==> src/sv/mdfr_pkg.sv <==
package mdfr_pkg;

    localparam int FreqW   = 13;
    localparam int GainW   = 4;
    localparam int VoltW   = 17;
    localparam int SpeedW  = 22;
    localparam int TorqueW = 14;
    localparam int AddrW   = 4;
    localparam int DataW   = 32;

    localparam int SpeedFactor = 294;

    localparam logic [FreqW-1:0] RampStepRst  = FreqW'(100);
    localparam logic [FreqW-1:0] StartFreqRst = FreqW'(3000);
    localparam logic [FreqW-1:0] MaxFreqRst   = FreqW'(6000);
    localparam logic [GainW-1:0] VoltGainRst  = GainW'(8);

    typedef enum logic [1:0] {
        MODE_OFF,
        MODE_STARTING,
        MODE_RUNNING,
        MODE_STOPPING
    } t_mode;

    typedef enum logic [1:0] {
        FUNC_TICK,
        FUNC_START,
        FUNC_STOP,
        FUNC_SET_FREQ
    } t_func;

    typedef enum logic [1:0] {
        STATUS_DONE,
        STATUS_IGNORED,
        STATUS_OVER_MAX
    } t_status;

    typedef enum logic [1:0] {
        REG_RAMP_STEP,
        REG_START_FREQ,
        REG_MAX_FREQ,
        REG_VOLT_GAIN
    } t_reg_idx;

    typedef struct packed {
        logic [1:0]       func;
        logic [FreqW-1:0] setpoint;
    } t_in_item;

    typedef struct packed {
        logic [1:0]         mode;
        logic [1:0]         status;
        logic [FreqW-1:0]   out_frequency;
        logic [VoltW-1:0]   out_voltage;
        logic [SpeedW-1:0]  shaft_speed;
        logic [TorqueW-1:0] shaft_torque;
    } t_out_item;

    typedef struct packed {
        logic [FreqW-1:0] ramp_step;
        logic [FreqW-1:0] start_frequency;
        logic [FreqW-1:0] freq_limit;
        logic [GainW-1:0] volt_gain;
    } t_cfg;

    typedef struct packed {
        t_mode            mode;
        t_status          status;
        logic [FreqW-1:0] freq;
    } t_mid;

endpackage

==> src/sv/mdfr_cfg.sv <==
module mdfr_cfg (
    input  logic                        i_clk,
    input  logic                        i_rst_n,
    input  logic                        psel,
    input  logic                        penable,
    input  logic                        pwrite,
    input  logic [mdfr_pkg::AddrW-1:0]  paddr,
    input  logic [mdfr_pkg::DataW-1:0]  pwdata,
    output logic [mdfr_pkg::DataW-1:0]  prdata,
    output logic                        pready,
    output mdfr_pkg::t_cfg              o_cfg
);

    logic [mdfr_pkg::FreqW-1:0] r_ramp_step;
    logic [mdfr_pkg::FreqW-1:0] r_start_freq;
    logic [mdfr_pkg::FreqW-1:0] r_max_freq;
    logic [mdfr_pkg::GainW-1:0] r_volt_gain;

    mdfr_pkg::t_reg_idx reg_idx;
    logic               wr_en;

    assign reg_idx = mdfr_pkg::t_reg_idx'(paddr[3:2]);
    assign wr_en   = psel && penable && pwrite;
    assign pready  = 1'b1;

    always_ff @(posedge i_clk) begin
        if (!i_rst_n) begin
            r_ramp_step  <= mdfr_pkg::RampStepRst;
            r_start_freq <= mdfr_pkg::StartFreqRst;
            r_max_freq   <= mdfr_pkg::MaxFreqRst;
            r_volt_gain  <= mdfr_pkg::VoltGainRst;
        end else if (wr_en) begin
            unique case (reg_idx)
                mdfr_pkg::REG_RAMP_STEP:  r_ramp_step  <= pwdata[mdfr_pkg::FreqW-1:0];
                mdfr_pkg::REG_START_FREQ: r_start_freq <= pwdata[mdfr_pkg::FreqW-1:0];
                mdfr_pkg::REG_MAX_FREQ:   r_max_freq   <= pwdata[mdfr_pkg::FreqW-1:0];
                mdfr_pkg::REG_VOLT_GAIN:  r_volt_gain  <= pwdata[mdfr_pkg::GainW-1:0];
            endcase
        end
    end

    always_comb begin
        unique case (reg_idx)
            mdfr_pkg::REG_RAMP_STEP:  prdata = mdfr_pkg::DataW'(r_ramp_step);
            mdfr_pkg::REG_START_FREQ: prdata = mdfr_pkg::DataW'(r_start_freq);
            mdfr_pkg::REG_MAX_FREQ:   prdata = mdfr_pkg::DataW'(r_max_freq);
            mdfr_pkg::REG_VOLT_GAIN:  prdata = mdfr_pkg::DataW'(r_volt_gain);
        endcase
    end

    assign o_cfg.ramp_step       = r_ramp_step;
    assign o_cfg.start_frequency = r_start_freq;
    assign o_cfg.freq_limit      = r_max_freq;
    assign o_cfg.volt_gain       = r_volt_gain;

endmodule

==> src/sv/mdfr_ctrl.sv <==
module mdfr_ctrl (
    input  logic                i_clk,
    input  logic                i_rst_n,
    input  logic                i_valid,
    input  mdfr_pkg::t_in_item  i_item,
    input  mdfr_pkg::t_cfg      i_cfg,
    input  logic                i_ready,
    output logic                o_ready,
    output logic                o_valid,
    output mdfr_pkg::t_mid      o_mid
);

    localparam int FW = mdfr_pkg::FreqW;

    mdfr_pkg::t_mode   r_mode, n_mode;
    mdfr_pkg::t_status r_status, n_status;
    logic [FW-1:0]     r_tgt, n_tgt;
    logic [FW-1:0]     r_cur, n_cur;
    logic              r_valid, n_valid;

    logic          fire;
    logic          tgt_above;
    logic [FW-1:0] diff;
    logic [FW-1:0] stepped;

    assign o_ready = !r_valid || i_ready;
    assign fire    = i_valid && o_ready;

    assign tgt_above = r_tgt > r_cur;
    assign diff      = tgt_above ? (r_tgt - r_cur) : (r_cur - r_tgt);
    assign stepped   = tgt_above ? (r_cur + i_cfg.ramp_step) : (r_cur - i_cfg.ramp_step);

    always_comb begin
        n_mode   = r_mode;
        n_tgt    = r_tgt;
        n_cur    = r_cur;
        n_status = mdfr_pkg::STATUS_DONE;
        unique case (mdfr_pkg::t_func'(i_item.func))
            mdfr_pkg::FUNC_TICK: begin
                unique case (r_mode)
                    mdfr_pkg::MODE_STARTING: begin
                        if (diff < i_cfg.ramp_step) begin
                            n_cur  = r_tgt;
                            n_mode = mdfr_pkg::MODE_RUNNING;
                        end else begin
                            n_cur = stepped;
                        end
                    end
                    mdfr_pkg::MODE_RUNNING: begin
                        n_cur = (diff > i_cfg.ramp_step) ? stepped : r_tgt;
                    end
                    mdfr_pkg::MODE_STOPPING: begin
                        if (r_cur < i_cfg.ramp_step) begin
                            n_cur  = '0;
                            n_mode = mdfr_pkg::MODE_OFF;
                        end else begin
                            n_cur = r_cur - i_cfg.ramp_step;
                        end
                    end
                    mdfr_pkg::MODE_OFF: begin
                        n_cur = '0;
                    end
                endcase
            end
            mdfr_pkg::FUNC_START: begin
                if (r_mode == mdfr_pkg::MODE_OFF) begin
                    n_mode = mdfr_pkg::MODE_STARTING;
                    n_tgt  = i_cfg.start_frequency;
                end else begin
                    n_status = mdfr_pkg::STATUS_IGNORED;
                end
            end
            mdfr_pkg::FUNC_STOP: begin
                if (r_mode == mdfr_pkg::MODE_RUNNING || r_mode == mdfr_pkg::MODE_STARTING) begin
                    n_mode = mdfr_pkg::MODE_STOPPING;
                    n_tgt  = '0;
                end else begin
                    n_status = mdfr_pkg::STATUS_IGNORED;
                end
            end
            mdfr_pkg::FUNC_SET_FREQ: begin
                priority if (i_item.setpoint > i_cfg.freq_limit) begin
                    n_status = mdfr_pkg::STATUS_OVER_MAX;
                end else if (r_mode != mdfr_pkg::MODE_RUNNING) begin
                    n_status = mdfr_pkg::STATUS_IGNORED;
                end else begin
                    n_tgt = i_item.setpoint;
                end
            end
        endcase
    end

    always_comb begin
        if (fire) begin
            n_valid = 1'b1;
        end else if (i_ready) begin
            n_valid = 1'b0;
        end else begin
            n_valid = r_valid;
        end
    end

    always_ff @(posedge i_clk) begin
        if (!i_rst_n) begin
            r_mode  <= mdfr_pkg::MODE_OFF;
            r_tgt   <= '0;
            r_cur   <= '0;
            r_valid <= 1'b0;
        end else begin
            r_valid <= n_valid;
            if (fire) begin
                r_mode <= n_mode;
                r_tgt  <= n_tgt;
                r_cur  <= n_cur;
            end
        end
    end

    always_ff @(posedge i_clk) begin
        if (fire) begin
            r_status <= n_status;
        end
    end

    // state registers hold the result of the item in this stage
    assign o_valid      = r_valid;
    assign o_mid.mode   = r_mode;
    assign o_mid.status = r_status;
    assign o_mid.freq   = r_cur;

endmodule

==> src/sv/mdfr_scale.sv <==
module mdfr_scale (
    input  logic                       i_clk,
    input  logic                       i_rst_n,
    input  logic                       i_valid,
    input  mdfr_pkg::t_mid             i_mid,
    input  logic [mdfr_pkg::GainW-1:0] i_volt_gain,
    input  logic                       i_stall,
    output logic                       o_ready,
    output logic                       o_valid,
    output mdfr_pkg::t_out_item        o_item
);

    localparam int VW = mdfr_pkg::VoltW;
    localparam int SW = mdfr_pkg::SpeedW;
    localparam int TW = mdfr_pkg::TorqueW;

    logic                r_valid, n_valid;
    mdfr_pkg::t_out_item r_item, n_item;
    logic                fire;

    assign o_ready = !r_valid || !i_stall;
    assign fire    = i_valid && o_ready;

    always_comb begin
        n_item.mode          = i_mid.mode;
        n_item.status        = i_mid.status;
        n_item.out_frequency = i_mid.freq;
        n_item.out_voltage   = VW'(i_mid.freq) * VW'(i_volt_gain);
        n_item.shaft_speed   = SW'(i_mid.freq) * SW'(mdfr_pkg::SpeedFactor);
        n_item.shaft_torque  = TW'({i_mid.freq, 1'b0});
    end

    always_comb begin
        if (fire) begin
            n_valid = 1'b1;
        end else if (!i_stall) begin
            n_valid = 1'b0;
        end else begin
            n_valid = r_valid;
        end
    end

    always_ff @(posedge i_clk) begin
        if (!i_rst_n) begin
            r_valid <= 1'b0;
        end else begin
            r_valid <= n_valid;
        end
    end

    always_ff @(posedge i_clk) begin
        if (fire) begin
            r_item <= n_item;
        end
    end

    assign o_valid = r_valid;
    assign o_item  = r_item;

endmodule

==> src/sv/motor_drive_frequency_ramp.sv <==
// Channel  Direction  Handshake                 Payload
// -------  ---------  ------------------------  ----------------------------
// input    in         i_in_valid / o_in_stall   i_in_item  (t_in_item)
// output   out        o_out_valid / i_out_stall o_out_item (t_out_item)
// config   in         APB psel/penable/pwrite   paddr, pwdata, prdata
//
// Three register stages: input register, ramp/mode update, scaling to the
// output register. One transfer per cycle while no stall holds the pipeline;
// a result passes the input, ramp/mode and output registers in that order.
// Synchronous active-low reset clears valids and drive state, loads the
// register defaults. A stall on the output backs up stage by stage; the
// input takes a transfer whenever the input register is free or moving.
module motor_drive_frequency_ramp (
    input  logic                        i_clk,
    input  logic                        i_rst_n,
    input  logic                        i_in_valid,
    output logic                        o_in_stall,
    input  mdfr_pkg::t_in_item          i_in_item,
    output logic                        o_out_valid,
    input  logic                        i_out_stall,
    output mdfr_pkg::t_out_item         o_out_item,
    input  logic                        psel,
    input  logic                        penable,
    input  logic                        pwrite,
    input  logic [mdfr_pkg::AddrW-1:0]  paddr,
    input  logic [mdfr_pkg::DataW-1:0]  pwdata,
    output logic [mdfr_pkg::DataW-1:0]  prdata,
    output logic                        pready
);

    mdfr_pkg::t_cfg     cfg;
    mdfr_pkg::t_in_item r_in_item;
    logic               r_in_valid, n_in_valid;
    logic               in_ready;
    logic               in_fire;
    logic               ctrl_ready;
    logic               mid_valid;
    mdfr_pkg::t_mid     mid;
    logic               scale_ready;

    mdfr_cfg u_cfg (
        .i_clk   (i_clk),
        .i_rst_n (i_rst_n),
        .psel    (psel),
        .penable (penable),
        .pwrite  (pwrite),
        .paddr   (paddr),
        .pwdata  (pwdata),
        .prdata  (prdata),
        .pready  (pready),
        .o_cfg   (cfg)
    );

    assign in_ready   = !r_in_valid || ctrl_ready;
    assign in_fire    = i_in_valid && in_ready;
    assign o_in_stall = !in_ready;

    always_comb begin
        if (in_fire) begin
            n_in_valid = 1'b1;
        end else if (ctrl_ready) begin
            n_in_valid = 1'b0;
        end else begin
            n_in_valid = r_in_valid;
        end
    end

    always_ff @(posedge i_clk) begin
        if (!i_rst_n) begin
            r_in_valid <= 1'b0;
        end else begin
            r_in_valid <= n_in_valid;
        end
    end

    always_ff @(posedge i_clk) begin
        if (in_fire) begin
            r_in_item <= i_in_item;
        end
    end

    mdfr_ctrl u_ctrl (
        .i_clk   (i_clk),
        .i_rst_n (i_rst_n),
        .i_valid (r_in_valid),
        .i_item  (r_in_item),
        .i_cfg   (cfg),
        .i_ready (scale_ready),
        .o_ready (ctrl_ready),
        .o_valid (mid_valid),
        .o_mid   (mid)
    );

    mdfr_scale u_scale (
        .i_clk       (i_clk),
        .i_rst_n     (i_rst_n),
        .i_valid     (mid_valid),
        .i_mid       (mid),
        .i_volt_gain (cfg.volt_gain),
        .i_stall     (i_out_stall),
        .o_ready     (scale_ready),
        .o_valid     (o_out_valid),
        .o_item      (o_out_item)
    );

    a_off_zero_freq: assert property (@(posedge i_clk) disable iff (!i_rst_n)
        (o_out_valid && o_out_item.mode == mdfr_pkg::MODE_OFF)
            |-> (o_out_item.out_frequency == '0))
        else $error("drive off with nonzero frequency");

    a_torque_match: assert property (@(posedge i_clk) disable iff (!i_rst_n)
        o_out_valid |-> (o_out_item.shaft_torque == {o_out_item.out_frequency, 1'b0}))
        else $error("torque does not match frequency");

    a_no_stall_when_empty: assert property (@(posedge i_clk) disable iff (!i_rst_n)
        !o_out_valid |-> !o_in_stall)
        else $error("input stalled with empty output register");

endmodule

==> config.mk <==
export PLATFORM = sky130hd
export DESIGN_NAME = motor_drive_frequency_ramp
export DESIGN_NICKNAME = d
export VERILOG_FILES = /design/src/sv/mdfr_pkg.sv /design/src/sv/mdfr_cfg.sv /design/src/sv/mdfr_ctrl.sv /design/src/sv/mdfr_scale.sv /design/src/sv/motor_drive_frequency_ramp.sv
export SDC_FILE = /design/constraint.sdc
export NUM_CORES = 1
export LEC_CHECK = 0
export BUFFER_PORTS_ARGS = -buffer_cell sky130_fd_sc_hd__buf_2
export CAP_MARGIN = 20
export CORE_ASPECT_RATIO = 1.4
export CORE_MARGIN = 10
export CORE_UTILIZATION = 42
export DETAILED_ROUTE_END_ITERATION = 7
export PLACE_DENSITY = 0.59
export SLEW_MARGIN = 10
export SYNTH_ARGS = -nofsm -noshare
export SYNTH_HDL_FRONTEND = slang
export SYNTH_SLANG_ARGS = --single-unit
==> constraint.sdc <==
create_clock -name i_clk -period 6.45 [get_ports i_clk]
set_clock_uncertainty 0.1 [all_clocks]
set_input_delay 0.645 -clock i_clk [delete_from_list [all_inputs] [get_ports i_clk]]
set_output_delay 0.645 -clock i_clk [all_outputs]
set_load 0.01 [all_outputs]
* After elaboration in Yosys (flattened, before gate mapping)
Index checks and enable logic that the tools add are counted.
** Storage, ports and cells
- Word-level logic and storage cells :: 104
- Output and inout bits :: 105
- Bits of input ports :: 58
- Register bits :: 146
** Cells by class
- $add $sub $neg :: 4
- Equality and inequality tests :: 18
- Order comparisons :: 5
- Reductions and logical operators :: 28
- $mul :: 2
- Muxes and demuxes :: 29
** Operators by type and width (number)
- 32-bit case mux with 4 select lines :: 1
- 13-bit 2-to-1 mux :: 9
- 13-bit case mux with 4 select lines :: 1
- 13-bit > comparator :: 3
- 13-bit case mux with 3 select lines :: 1
- 13-bit subtractor :: 3
- 13-bit < comparator :: 2
- 13-bit by 8-bit multiplier with 21-bit output, second input constant :: 1
- 13-bit by 4-bit multiplier with 17-bit output :: 1
- 13-bit adder :: 1
- 2-bit equality test, second input constant :: 6
- 2-bit case mux with 3 select lines :: 2
- 2-bit 2-to-1 mux :: 5
- 2-bit AND reduction :: 5
- 1-bit 2-to-1 mux :: 9
- 7-bit AND reduction :: 1
- 2-bit by 1-bit equality test with 1-bit output, second input constant :: 3
- 2-bit logical NOT :: 3
- 2-bit by 1-bit != test with 1-bit output, second input constant :: 3
- 2-bit != test, second input constant :: 3
- 3-bit by 2-bit != test with 1-bit output, second input constant :: 2
- 6-bit AND reduction :: 1
- 3-bit nonzero test :: 2
- 1-bit logical AND :: 5
- other kinds (5) :: 13

* Logic depth before layout (Yosys ltp)
Gate-level depths: netlist (run 1).
- Word-level depth :: 6
- Depth in mapped cells :: 24
- Gate-level depth less buffers :: 21

* Modules after synthesis
From an unflattened synthesis (run 1), not the netlist that was laid out.
** Unflattened totals
- Cell total of the unflattened synthesis :: 1415
- Area total of the unflattened synthesis :: 13033.8 µm²
** By module, submodules not included
- mdfr_scale :: seq. area each 1641.6 µm², cells each 493, instances 1, area each 5178.7 µm²
- mdfr_ctrl :: seq. area each 640.6 µm², cells each 666, instances 1, area each 5118.7 µm²
- mdfr_cfg :: seq. area each 860.8 µm², cells each 237, instances 1, area each 2238.4 µm²
- motor_drive_frequency_ramp :: seq. area each 470.5 µm², cells each 19, instances 1, area each 498.0 µm²

* Worst setup path before layout (run 1)
No wires, ideal clock.
- Path type :: input to register
- Start :: in i_out_stall
- End :: reg u_scale.r_item (netlist bit u_scale.o_item[16]) (enable)
- Cell stages on the path :: 1
- Setup time :: 548 ps
- Data arrival time :: 4598 ps
- Buffers on the path :: 0
- Data required time :: 5802 ps
- Setup slack :: 1205 ps
- Cells stage by stage :: a21boi_0
** On the way
- Cells in the longest elaborated chain, start to end :: 3
** Ends and longest elaborated chain
- from (decl) :: line motor_drive_frequency_ramp.sv:20 : input logic i_out_stall,
- 1-bit logical NOT :: line mdfr_scale.sv:21 : assign o_ready = !r_valid || !i_stall;
- 1-bit logical OR :: line mdfr_scale.sv:21
- 1-bit logical AND :: line mdfr_scale.sv:22 : assign fire = i_valid && o_ready;
- to (signal assigned) :: line mdfr_scale.sv:53 : r_item <= n_item;
- to (decl) :: line mdfr_scale.sv:18 : mdfr_pkg::t_out_item r_item, n_item;
Every way passes these cells.
A chain may end at the register's enable or synchronous reset.

* Worst setup path in the final report (run 1)
- Start :: reg u_ctrl.r_tgt[6]
- End :: reg u_ctrl.r_cur[11]
** On the way
- Cells in the longest elaborated chain, start to end :: 5
- Elaborated cells on any way between the ends :: 10
- Classes of those cells :: add/sub (2); order compare (3); mux (5)
** Ends and longest elaborated chain
- from (decl) :: line mdfr_ctrl.sv:17 : logic [FW-1:0] r_tgt, n_tgt;
- from (signal assigned) :: line mdfr_ctrl.sv:113 : r_tgt <= n_tgt;
- 13-bit subtractor or 13-bit > comparator (tied branches) :: line mdfr_ctrl.sv:30, mdfr_ctrl.sv:29
- 13-bit 2-to-1 mux :: line mdfr_ctrl.sv:30 : assign diff = tgt_above ? (r_tgt - r_cur) : (r_cur - r_tgt);
- 13-bit > comparator or 13-bit < comparator (tied branches) :: line mdfr_ctrl.sv:50, mdfr_ctrl.sv:42
- 13-bit 2-to-1 mux, on equally long branches :: line mdfr_ctrl.sv:50, mdfr_ctrl.sv:42
- 13-bit case mux with 4 select lines (*) :: line mdfr_ctrl.sv:40 : unique case (r_mode)
- to (signal assigned) :: line mdfr_ctrl.sv:114 : r_cur <= n_cur;
- to (decl) :: line mdfr_ctrl.sv:18 : logic [FW-1:0] r_cur, n_cur;
Every way passes the cells marked *; elsewhere a longest branch is shown, timed or not.

==> results of run 1 <==
[registers in the layout, indices dropped and copies added (netlist names)]
| name | cells |
|---|---|
| u_scale.o_valid | 1 |
| u_cfg.r_ramp_step | 13 |
| u_ctrl.r_cur | 13 |
| u_cfg.r_start_freq | 13 |
| r_in_valid | 1 |
| u_cfg.r_max_freq | 13 |
| u_ctrl.r_status | 2 |
| u_cfg.r_volt_gain | 4 |
| r_in_item | 15 |
| u_ctrl.o_valid | 1 |
| u_scale.o_item | 54 |
| u_ctrl.r_mode | 2 |
| u_ctrl.r_tgt | 13 |
[worst min-delay path by stage]
stage                                      from                    end
after floorplan              u_ctrl.r_status[0]     u_scale.o_item[66]
after global placement    u_cfg.r_start_freq[6]  u_cfg.r_start_freq[6]
after detailed placement  u_cfg.r_start_freq[6]  u_cfg.r_start_freq[6]
after CTS                         i_in_item[13]          r_in_item[13]
after global routing               i_in_item[1]           r_in_item[1]
final                              i_in_item[3]           r_in_item[3]
[cell usage after synthesis, drive strengths merged, types with 8 or more instances]
master  number  area [um2]
a31oi        8        50.1
a21o        31         233
nor2b       24         150
o211a       14         140
fa          42         841
o21bai      11        82.6
mux2i       28         284
buf         52         364
o21ai       50         250
a21boi      24         180
xor2        18         158
and3        23         144
ha         163        2040
nor3        19        95.1
nor2        37         139
xnor2       39         342
clkbuf      39         146
nand3       38         190
a21oi       77         397
nand4       10        68.8
and2        26         163
o211ai      22         165
o21a        13        97.6
edfxtp      71        2130
nand2      162         608
dfxtp       74        1480
a221oi       9        85.1
inv        156         586
[cell usage in the layout, fill, tap and decap left out, drive strengths merged, types with 9 or more instances in the layout]
master  count
nand4      10
ha        163
nor2       37
nor3       19
and3       23
and2       26
nor2b      24
inv       161
xor2       18
buf       147
o21a       13
conb       22
a221oi      9
o211ai     22
xnor2      39
edfxtp     71
fa         42
o211a      14
a21o       31
o21ai      50
nand2     162
clkbuf     21
o21bai     11
nand3      38
a21oi      77
mux2i      28
dfxtp      74
a21boi     24
[per-layer routing]
metal,vias up,global-route usage,routed length [um]
li1,4852,-,-
met3,53,0.0289,1330
met1,4542,0.186,12400
met4,0,0.0762,1130
met5,-,0,0
met2,225,0.306,16000
[final cells by class]
type,instances,share of cell area
inverter,156,0.0427
clock buffer,21,0.0335
tap,380,0.0346
clock inverter,11,0.00565
multi-input combinational,987,0.562
sequential,145,0.263
timing repair buffer,147,0.0587
[metrics by stage]
stage | cells | cell area, um2
floorplan | 1379 | 12400
global placement | 1815 | 13200
detailed placement | 1815 | 13200
CTS | 1847 | 13700
global route | 1847 | 13700
finish | 1847 | 13700
[power by group]
group / internal (uW) / leakage, uW / switching (uW) / total (uW)
Sequential: 1000 / 0.00128 / 25.8 / 1030
Clock: 514 / 0.000273 / 414 / 928
Combinational: 378 / 0.00519 / 513 / 891
[cell families after synthesis]
group | count (synthesis) | share of synthesized area
buffers and inverters | 247 | 0.0889
XOR/XNOR | 57 | 0.0405
AND/OR/NAND/NOR | 369 | 0.143
multiplexers | 38 | 0.0361
flip-flops | 145 | 0.293
adder cells (fa/ha/maj) | 205 | 0.234
AO/OA/AOI/OAI | 296 | 0.164
other | 2 | 0.000609
==> impl_metrics.py, run 1 <==
metrics = {
    "placed_design": {
        "dp_slack_ns": 1.13,
        "portBuffers": 119,
        "dp_hpwl_um": 24500,
        "gp_congestion": 0.883,
    },
    "routing": {
        "antenna_left": 0,
        "first_pass_iters": 5,
        "drc": 0,
        "drt_iter0_drc": 411,
        "viasPerCell": 5.24,
        "wl_per_cell_um": 16.7,
        "drt-total-wl_um": 30900,
        "vias": 9672,
    },
    "floorplanning": {
        "fp-row-count": 74,
        "pin_count": 163,
        "die_h_um": 223,
        "die_w_um": 165,
        "start_util": 0.424,
        "design.die.area_um2": 36700,
        "core_um2": 29100,
    },
    "worst_setup_path": {
        "critPathCaptureType": "register",
        "crit_chain": "ha_1 -> nand4_1 -> or4_4 -> a21bo_4 -> a21oi_4 -> mux2_4 -> or3_1 -> a211oi_2 -> or3_1 -> xnor2_1 -> ha_1 -> a21o_1 -> a21o_1 -> a21oi_1 -> o211ai_1 -> buf_4 -> buf_4 -> o21ai_0 -> o21a_1 -> a21oi_1 -> o41a_1 -> o21ai_0",
        "path_delay_family": "compound AO/OA/AOI/OAI gates",
        "r2r_slack_ns": 1.07,
        "worstSetupPathDepth": 22,
        "slowest_stage": "or4_4",
        "r2r_end": "u_ctrl.r_cur[11]",
        "rr_worst_depth": 22,
        "cp.required_ns": 6.72,
        "worst_ep_arrival_time_ns": 5.65,
        "cp-startpoint": "u_ctrl.r_tgt[6]",
        "rr_startpoint": "u_ctrl.r_tgt[6]",
        "worst-setup-path-type": "reg2reg",
        "path_max_fanout": 15,
        "cp_num_buf_inv": 2,
        "cp-endpoint": "u_ctrl.r_cur[11]",
        "cp-start-kind": "register",
        "max_stage_delay_ns": 0.52,
    },
    "sta": {
        "fin_crit_ns": 5.38,
        "tightest_slew_ns": 1.00,
        "fin_tns_setup_ns": 0,
        "drv_slew": 0,
        "clock.fmax_mhz": 186,
        "hold_slack_ns": 0.276,
        "worst_slack_ns": 1.07,
        "rsz0062_at_grt": "no",
        "setup_violations": 0,
        "period_share": 0.835,
        "slew_headroom": 0.331,
        "hold_viol": 0,
    },
    "finish": {
        "syn_to_final_growth_pct": 11.4,
        "final_core_util": 0.472,
        "n_antenna_cell": 0,
        "seq_area_um2": 3610,
        "drive_gt1_frac": 0.142,
        "layout.nets": 1717,
        "multi_input_area_um2": 7710,
        "fillerInstances": 2811,
    },
    "yosys": {
        "yosysWarnings": 0,
        "synth_area_um2": 12300,
        "synth_area_per_cell_um2": 9.07,
        "synth_top_flop_cell": "dfxtp_1",
        "synth_edf_count": 71,
        "synthArstFlopShare": 0,
        "ys_types": 70,
        "syn_inst": 1359,
        "ys_seq_area_frac": 0.293,
        "ys_ff_latch": 145,
    },
    "flow_run": {
        "drv_cap": 0,
    },
    "global_route": {
        "grt_pass1_wl_um": 49700,
        "grt_pass1_vias": 9777,
        "antenna_found_initial": 0,
        "grt_use_total": 0.169,
        "gr-total-overflow": 0,
        "grt_max_degree": 55,
    },
    "clocking": {
        "cts_sinks": 145,
        "cts_tree": "built",
        "cts_buffer_depth": 2,
        "cts_hold_buf": 0,
        "post_cts_buffers": 0,
        "clk_pin_slew_ns": 0.07,
        "cts-buffers-inserted": 17,
        "cts_resized": 0,
        "clock_latency_ns": 0.44,
        "htreeDepth": 4,
        "clock_tree.root_cell": "clkbuf_16",
    },
    "outcome": {
        "status": "completed",
    },
    "min_path": {
        "hold_depth": 1,
        "hp-class": "in2reg",
    },
    "power_and_ir_drop": {
        "p_leak_uw": 0.00674,
        "finalPower_uw": 2840,
        "ir_drop_mv": 0.209,
        "powerDensity_nw_per_um2": 207,
    },
}
Note: power is estimated with default switching activity, not from simulation.
==> inputs of run 2 (changes only) <==
- PLACE_DENSITY: 0.59 -> 0.62
- clock period: 6.45 -> 4.45 ns (I/O delays scaled with it)
==> run 2 against run 1 <==
Net effect: the flow now finishes with violations (setup timing); first-iteration DRC count is 11% higher; largest cell class unchanged; via count increased by 5.7%; combinational power rose by 100%; critical path type unchanged; largest power group is now combinational cells; die area is the same; core utilization increased by 3.9 points; final cell count rose by 4.6%; critical endpoint is now u_ctrl.r_mode[0]; wire length grew 12%.
==> impl_metrics.py, run 2 (synthesis results as in run 1) <==
metrics = {
    "global_route": {
        "grt_max_degree": 55,
        "gr-total-overflow": 0,
        "grt_pass1_vias": 10700,
        "grt_use_total": 0.188,
        "grt_pass1_wl_um": 55000,
        "antenna_found_initial": 0,
    },
    "sta": {
        "hold_viol": 0,
        "drv_slew": 0,
        "setup_violations": 15,
        "tightest_slew_ns": 1.02,
        "period_share": 1.08,
        "rsz0062_at_grt": "yes",
        "hold_slack_ns": 0.0770,
        "worst_slack_ns": -0.367,
        "slew_headroom": 0.320,
        "clock.fmax_mhz": 208,
        "fin_crit_ns": 4.82,
    },
    "worst_setup_path": {
        "cp-start-kind": "register",
        "r2r_end": "u_ctrl.r_mode[0]",
        "r2r_slack_ns": -0.37,
        "worst-setup-path-type": "reg2reg",
        "rr_startpoint": "u_ctrl.r_cur[5]",
        "path_max_fanout": 8,
        "cp.required_ns": 4.67,
        "rr_worst_depth": 23,
        "worst_ep_arrival_time_ns": 5.04,
        "critPathCaptureType": "register",
    },
    "finish": {
        "largest_reg_flops": 54,
        "syn_to_final_growth_pct": 20.6,
        "final_common_cell": "nand2_1",
        "design_area_um2": 14900,
        "layout.nets": 1802,
        "final_core_util": 0.511,
        "fin_cells": 1932,
        "drive_gt1_frac": 0.238,
        "layout_common_cells": "nand2_1 (156), ha_1 (151), inv_1 (148)",
        "n_antenna_cell": 0,
    },
    "placed_design": {
        "dp_hpwl_um": 27000,
        "portBuffers": 119,
        "dp_slack_ns": -0.368,
        "gp_congestion": 0.911,
        "dp_cells": 1874,
        "dpl_cell_area_um2": 13800,
    },
    "floorplanning": {
        "core_um2": 29100,
        "fp-row-count": 74,
        "design.die.area_um2": 36700,
        "die_h_um": 223,
        "die_w_um": 165,
        "start_util": 0.424,
        "pin_count": 163,
    },
    "clocking": {
        "cts_buffer_depth": 2,
        "cts_tree": "built",
        "clk_pin_slew_ns": 0.07,
        "clock_latency_ns": 0.44,
        "htreeDepth": 4,
        "cts_hold_buf": 0,
        "cts-buffers-inserted": 17,
        "clock_tree.root_cell": "clkbuf_16",
        "cts_sinks": 145,
    },
    "flow_run": {
        "drv_cap": 0,
    },
    "routing": {
        "first_pass_iters": 5,
        "drc": 0,
        "drt_iter0_drc": 455,
        "wl_per_cell_um": 17.8,
        "vias": 10200,
        "drt-total-wl_um": 34400,
        "viasPerCell": 5.29,
        "antenna_left": 0,
    },
    "outcome": {
        "violations": "setup timing",
        "status": "finished with violations",
    },
    "power_and_ir_drop": {
        "powerDensity_nw_per_um2": 314,
        "ir_drop_mv": 0.319,
        "p_leak_uw": 0.00727,
    },
    "min_path": {
        "min_to": "r_in_item[12]",
        "hold_depth": 1,
        "hp-class": "in2reg",
        "hp-start": "i_in_item[12]",
    },
}
run 2: how the worst max path moves through the flow:
stage / startpoint / end / slack, ns / cells past startpoint
3_5_place_dp: u_ctrl.r_cur[6] / u_ctrl.r_cur[6] / -0.37 / 23
3_3_place_gp: u_ctrl.r_cur[6] / u_ctrl.r_cur[5] / -0.31 / 22
6_report: u_ctrl.r_cur[5] / u_ctrl.r_mode[0] / -0.37 / 23
5_1_grt: u_ctrl.r_cur[5] / u_ctrl.r_mode[0] / -0.53 / 23
4_1_cts: u_ctrl.r_cur[5] / u_ctrl.r_cur[9] / -0.28 / 22
2_1_floorplan: u_ctrl.r_cur[3] / u_ctrl.r_cur[6] / -0.14 / 22
run 2: cell type report:
type	instances	area, um2
repair buffers	232	1520
multi-input cells	987	8080
clock buffers	21	483
well taps	380	475
flip-flops and latches	145	3650
fillers	2700	14200
inverters	156	586
clock inverters	11	77.6
run 2: worst max-delay path, cell delays in order (launching register included):
cell and delay, ns:
dfxtp_4 0.34, inv_2 0.04, ha_4 0.27, nand4_1 0.17
or4_4 0.52, a21bo_4 0.21, a21oi_4 0.06, mux2_4 0.32
or3_4 0.38, a211oi_2 0.17, or3_4 0.17, xnor2_2 0.12
ha_1 0.27, a21o_1 0.16, a21o_1 0.16, a21oi_2 0.13
o211ai_1 0.12, buf_4 0.17, buf_6 0.13, mux2_4 0.28
o21ai_4 0.16, nand2_2 0.11, nand3_2 0.08, o21ai_1 0.07
run 2: metal layers:
metal | global-route usage | routed length, um
met3 | 0.0335 | 1490
met2 | 0.348 | 18400
met5 | 0 | 0
met1 | 0.202 | 13400
met4 | 0.0816 | 1150
run 2: where the power goes:
part | total, uW | switching [uW] | internal [uW]
clock network | 1380 | 599 | 780
logic | 1810 | 922 | 891
registers | 1480 | 32.8 | 1450
run 2: through the flow:
| stage | TNS, ns | total power (uW) |
|---|---|---|
| after global placement | -3.78 | 2880 |
| after floorplan | -0.650 | 2500 |
| after CTS | -3.21 | 4590 |
| final | -4.09 | 4670 |
| after detailed placement | -4.55 | 2900 |
| after global routing | -6.47 | 4910 |
run 2: repair_timing:
| item | 4_1_cts | 5_1_grt |
|---|---|---|
| resized for setup | 45 | 29 |
| cloned | 2 | 0 |
| buffers inserted | 21 | 3 |
| endpoints found under the hold margin | 0 | 0 |
| setup endpoints to repair | 15 | 20 |
| pin swaps | 44 | 29 |
